<file path="src/bvhq_ram.sv">
module bvhq_ram #(
	parameter int WIDTH = 8,
	parameter int DEPTH = 64
) (
	input  logic                     clk,
	input  logic                     wr_en,
	input  logic [$clog2(DEPTH)-1:0] wr_addr,
	input  logic [WIDTH-1:0]         wr_data,
	input  logic [$clog2(DEPTH)-1:0] rd_addr,
	output logic [WIDTH-1:0]         rd_data
);

	logic [WIDTH-1:0] mem [DEPTH];

	// one write port, registered read
	always_ff @(posedge clk) begin
		if (wr_en) begin
			mem[wr_addr] <= wr_data;
		end
		rd_data <= mem[rd_addr];
	end

endmodule

</file>
<file path="config.mk">
export PLATFORM = sky130hd
export DESIGN_NAME = bvhq_ram
export DESIGN_NICKNAME = d
export VERILOG_FILES = /design/src/bvhq_ram.sv
export SDC_FILE = /design/constraint.sdc
export NUM_CORES = 1
export LEC_CHECK = 0
export ABC_AREA = 0
export BUFFER_PORTS_ARGS = -buffer_cell sky130_fd_sc_hd__buf_2
export CORE_UTILIZATION = 50
export CTS_CLUSTER_SIZE = 20
export DETAILED_ROUTE_END_ITERATION = 8
export PLACE_DENSITY = 0.66
export SLEW_MARGIN = 20
export SYNTH_ARGS = -nofsm -noshare
export SYNTH_HDL_FRONTEND = slang
export SYNTH_SLANG_ARGS = --single-unit
</file>
<file path="constraint.sdc">
create_clock -name clk -period 2.12 [get_ports clk]
set_input_delay 0 -clock clk [delete_from_list [all_inputs] [get_ports clk]]
set_output_delay 0 -clock clk [all_outputs]
set_load 0.005 [all_outputs]
</file>
==> results of run 1 <==
[worst register-to-register path: stages, from the launching register on]
cell and delay [ps]:
edfxtp_1 380, mux4_2 460, nor2b_1 140, a2111oi_1 710, buf_4 220, o41ai_1 60
[synthesized netlist by cell type, drive strengths merged]
library cell	number
edfxtp	512
mux4	126
nor2	83
buf	34
mux2i	23
nand2	19
clkbuf	17
nor2b	14
mux2	13
nand3	13
dfxtp	8
o221ai	8
o22ai	8
nand2b	7
nor3	7
a221oi	6
a211oi	4
o21ai	4
a21oi	3
a22oi	3
nand3b	3
o2111ai	3
o2bb2ai	3
a2111oi	2
nand4	2
nor4	2
o21a	2
o221a	2
o32ai	2
o41ai	2
a31oi	1
and2	1
nand4b	1
o311ai	1
or3	1
[repair_timing]
item                                    CTS  global route
resized for setup                         1             0
hold endpoints to repair                148             0
endpoints found under the setup margin    1             0
hold buffers                              7             0
[sequential cells by signal (all words and copies together), names as in the netlist]
signal and cells:
mem 512, rd_data 8
[worst paths after layout]
| kind | to |
|---|---|
| setup / recovery | rd_data[3]$_DFF_P_ |
| setup reg to reg | rd_data[3]$_DFF_P_ |
| hold reg to reg | rd_data[4]$_DFF_P_ |
| hold / removal | mem[48][1]$_DFFE_PP_ |
[area by class of cell]
class / count / area [µm²] / share of cell area [%]
timing repair buffer: 176 / 1470 / 6.23
clock buffer: 64 / 1370 / 5.80
tap: 525 / 657 / 2.79
sequential: 520 / 15500 / 65.9
multi-input combinational: 369 / 4320 / 18.3
clock inverter: 29 / 224 / 0.950
antenna: 3 / 7.51 / 0.0318
[cells by family (layout without fill, tap and decap cells)]
family,Yosys count,in the layout,synth area share (%)
muxes,162,162,15.9
and+or+nand+nor,153,153,3.39
buffers and inverters,51,269,1.57
other,0,3,0
AOI/OAI and AO/OA,54,54,2.07
DFF,520,520,77.0
[layer usage]
layer	vias up	share of wire (%)	global-route usage [%]
met5	-	0	0
met4	0	3.1	8.43
met3	73	7.4	4.38
met2	352	48	35.2
met1	5212	42	32.7
li1	4292	-	-
[per-stage QoR]
stage | setup slack [ps] | setup TNS (ps) | power (mW) | instances | util, %
2_1_floorplan | 428 | 0 | 12.2 | 940 | -
3_3_place_gp | -279 | -279 | 12.8 | 1583 | 55.1
3_5_place_dp | -318 | -318 | 12.8 | 1583 | 55.1
4_1_cts | 110 | 0 | 21.4 | 1683 | 59.3
5_1_grt | 73.6 | 0 | 21.8 | 1683 | 59.3
6_report | 25.6 | 0 | 21.2 | 1686 | 59.3
[power groups by stage]
stage,Clock [mW],Sequential (mW),Combinational [mW]
after CTS,8.79,11.4,1.16
after floorplan,0,11.6,0.606
after detailed placement,0,11.6,1.15
after global placement,0,11.6,1.13
after global routing,9.15,11.4,1.22
final,8.63,11.4,1.15
==> metrics.cfg, run 1 <==
[setup_path]
startpoint=mem[2][3]$_DFFE_PP_
r2r_slack_ps=30
startpoint_type=flip-flop
critPathMaxFanout=1
cp_slowest_cell=a2111oi_1
timing.rr.start=mem[2][3]$_DFFE_PP_
crit_chain=mux4_2, nor2b_1, a2111oi_1, buf_4, o41ai_1
path_class=flip-flop to flip-flop
critical_path_depth=5
crit_buf_inv=1
cp.arrival_ps=2560
max_stage_delay_ps=710
crit_family=compound AO/OA/AOI/OAI gates
required_ps=2590
critPathCaptureType=flip-flop
r2r_cells=5

[global_route]
grt_max_degree=65
track_usage_pct=22.8
overflow=0
antenna_found_initial=2
grt_pass1_vias=10100
grt_first_pass_wirelength_um=66600

[sta]
finalClockSkew_ps=21.1
period_share_pct=98.8
finalHoldViolCount=0
worst_slew_pin_slew_ps=864
drv_slew=0
slew_headroom_pct=42.4
rsz0062_at_grt=no
final.min_clock_period_ps=2090
fmax_mhz=477
setup_viol=0
holdWs_ps=39.3

[synth]
yosysTopAreaCell=edfxtp_1
synth_cell_types=40
ys_ff_latch=520
syn-instance-count=940
synthesis.nets=962
syn_avg_cell_area_um2=21.5
synth_area_leaders=edfxtp_1 76%, mux4_2 14%, nor2_1 1.5%
synth_area_um2=20200
synth_seq_area_share_pct=77.0
yosys.area.top_type_share_pct=76.2
ys_warn_count=0

[final_layout]
fill_cells=2860
final_common_cell=edfxtp_1
postLayoutCellArea_um2=23600
drive_gt1_share_pct=32.9
final_cell_mix=512 x edfxtp_1, 127 x buf_4, 126 x mux4_2, 83 x nor2_1, 52 x clkbuf_16
nets=1140
area_growth_pct=16.9

[outcome]
outcome=finished clean

[power_and_ir_drop]
swShare_pct=20.8
p_int_mw=16.8
power_density_nw_per_um2=899
power_switching_mw=4.41
power_frac_comb_pct=5.4
vdd_drop_max_uv=595
share_seq_of_total_power_pct=53.9
pwr-share-clk_pct=40.7
power_leakage_nw=7.68

[worst_hold_path]
hp-start=wr_addr[2]
hold_depth=3
hp-class=input pin to flip-flop

[detailed_routing]
wl_per_cell_um=26.7
drc=0
drt-initial-drc-count=906
vias=9929
ant_nets=0
routed_wl_um=45100
viasPerCell=5.89
dr.pass1.iters=4

[placed_design]
gp_congestion=0.845
place_area_um2=21900
port_buffers=29
dp_hpwl_um=29100

[clocking]
clockRootBuffer=clkbuf_16
clk_latency_ps=590
post_cts_buffers=0
clkTransAtPathRegs_ps=60
clk_path_buf_depth=3
clock-sinks=520
cts_buffers=51
tritoncts=built
htreeDepth=2

[floorplanning]
coreArea_um2=39700
start_util_pct=50.8
row_count=73
pin_count=30
die_h_um=203
dieWidth_um=203
die_area_um2=41100

[flow_run]
drv_cap=0

Note: power is estimated with default switching activity, not from simulation.
==> inputs of run 2 (changes only) <==
--- a/config.mk
+++ b/config.mk
@@ -10,7 +10,7 @@
 export CORE_UTILIZATION = 50
 export CTS_CLUSTER_SIZE = 20
 export DETAILED_ROUTE_END_ITERATION = 8
-export PLACE_DENSITY = 0.66
+export PLACE_DENSITY_LB_ADDON = 0.08
 export SLEW_MARGIN = 20
 export SYNTH_ARGS = -nofsm -noshare
 export SYNTH_HDL_FRONTEND = slang
==> constraint.sdc (replaced) <==
create_clock -name clk -period 2.5 [get_ports clk]
set_input_delay 0 -clock clk [delete_from_list [all_inputs] [get_ports clk]]
set_output_delay 0 -clock clk [all_outputs]
set_load 0.005 [all_outputs]
==> run 2 against run 1 <==
Against the previous run:
- core utilization increased by 0.20 points
- first-iteration DRC count decreased by 21%
- worst setup slack improved by 120 ps
- combinational power decreased by 16%
- clock skew increased by 13 ps
- critical path depth unchanged
- register-to-register slack improved by 120 ps
- clock power decreased by 6.0%
- global-route usage increased by 0.23 points
==> metrics.cfg, run 2 (synthesis results as in run 1) <==
[outcome]
outcome=finished clean

[worst_hold_path]
hp-class=input pin to flip-flop

[global_route]
overflow=0
grt_pass1_vias=9881
grt_first_pass_wirelength_um=66900
grt_max_degree=65
antenna_found_initial=2
track_usage_pct=23.0

[sta]
period_share_pct=94.2
finalHoldViolCount=0
fmax_mhz=425
worst_slew_pin_slew_ps=1120
final.min_clock_period_ps=2360
finalClockSkew_ps=34.4
holdWs_ps=64.1
setup_viol=0
rsz0062_at_grt=no
fin_setup_tns_ps=0
drv_slew=0
slew_headroom_pct=23.7

[final_layout]
nets=1131
fill_cells=2889
area_growth_pct=17.3
n_antenna_cell=0
largest_register_ffs=512
drive_gt1_share_pct=32.6
final_common_cell=edfxtp_1
reg.largest.list=mem (512), rd_data (8)
final_cell_mix=512 x edfxtp_1, 126 x mux4_2, 116 x buf_4, 83 x nor2_1, 53 x clkbuf_16
largest_register=mem

[detailed_routing]
vias=9887
viasPerCell=5.90
wl_per_cell_um=27.4
ant_nets=0
drc=0
dr.pass1.iters=5
routed_wl_um=45900
drt-initial-drc-count=719

[setup_path]
cp_slowest_cell=a2111oi_0
critPathMaxFanout=1
critPathCaptureType=flip-flop
cp.arrival_ps=2830
path_class=flip-flop to flip-flop
required_ps=2980
startpoint_type=flip-flop
crit_chain=mux4_2, nor2b_1, a2111oi_0, buf_4, o41ai_1
max_stage_delay_ps=960
crit_buf_inv=1
crit_family=compound AO/OA/AOI/OAI gates

[power_and_ir_drop]
vdd_drop_max_uv=539
power_leakage_nw=7.68
power_density_nw_per_um2=793

[clocking]
clockRootBuffer=clkbuf_16
clock-sinks=520
clk_latency_ps=610
cts_resized=0
clk_path_buf_depth=3
tritoncts=built
cts_buffers=52
clkTransAtPathRegs_ps=60
htreeDepth=2
post_cts_buffers=0

[flow_run]
drv_cap=0

[floorplanning]
row_count=73
die_area_um2=41100
pin_count=30
die_h_um=203
dieWidth_um=203
coreArea_um2=39700
start_util_pct=50.8

[placed_design]
dp_hpwl_um=29700
port_buffers=29
gp_congestion=0.835

run 2: changes by cell type in the layout (fill, tap and decap cells not counted), moves of 3 or more:
cell	before	now
dlygate4sd3_1	7	14
clkinv_1	12	6
clkinvlp_4	0	5
buf_4	127	116
buf_12	15	10
clkinv_2	11	8
bufinv_16	3	8
clkbuf_8	3	6
diode_2	3	0
run 2: path summary, 6_finish.rpt:
path | slack (ps) | cells past startpoint | to | from
hold / removal | 60 | 3 | mem[55][5]$_DFFE_PP_ | wr_addr[4]
hold reg to reg | 850 | 3 | rd_data[4]$_DFF_P_ | mem[31][4]$_DFFE_PP_
setup reg to reg | 140 | 5 | rd_data[3]$_DFF_P_ | mem[2][3]$_DFFE_PP_
setup / recovery | 140 | 5 | rd_data[3]$_DFF_P_ | mem[2][3]$_DFFE_PP_
run 2: per-layer routing:
metal | GRT usage [%] | up-vias | part of all wire, %
met4 | 6.58 | 2 | 2.4
met5 | 0 | - | 0.035
met2 | 34.5 | 340 | 46
li1 | - | 4272 | -
met3 | 5.01 | 66 | 6.8
met1 | 34.4 | 5207 | 44
run 2: cell type report:
cell class	count	area, µm²	share of cell area (%)
timing repair buffer	166	1350	5.71
tap	525	657	2.78
clock buffer	67	1430	6.04
clock inverter	30	367	1.55
sequential	520	15500	65.7
multi-input combinational	369	4320	18.2
run 2: power breakdown:
| group | total [mW] | switching, mW | leakage (nW) | internal [mW] |
|---|---|---|---|---|
| clock network | 8.11 | 3.25 | 0.867 | 4.86 |
| logic | 0.966 | 0.558 | 2.14 | 0.408 |
| registers | 9.69 | 0.0389 | 4.67 | 9.65 |
run 2: timing repair:
item,CTS,global route
hold endpoints to repair,153,29
hold buffers,13,1
setup endpoints to repair,0,0
run 2: through the flow:
stage / instances / power, mW / worst slack [ps] / instance area, µm² / util (%)
after floorplan: 940 / 10.4 / 808 / 20200 / -
after global placement: 1566 / 10.8 / 57.5 / 21700 / 54.7
after detailed placement: 1566 / 10.8 / 11.7 / 21700 / 54.7
after CTS: 1676 / 18.9 / 332 / 23600 / 59.5
after global routing: 1677 / 19.3 / 125 / 23700 / 59.5
final: 1677 / 18.8 / 145 / 23700 / 59.5
run 2: worst register-to-register path, cell delays in order, from the launching register on:
cell and delay (ps):
edfxtp_1 360, mux4_2 470, nor2b_1 140, a2111oi_0 960, buf_4 240, o41ai_1 80
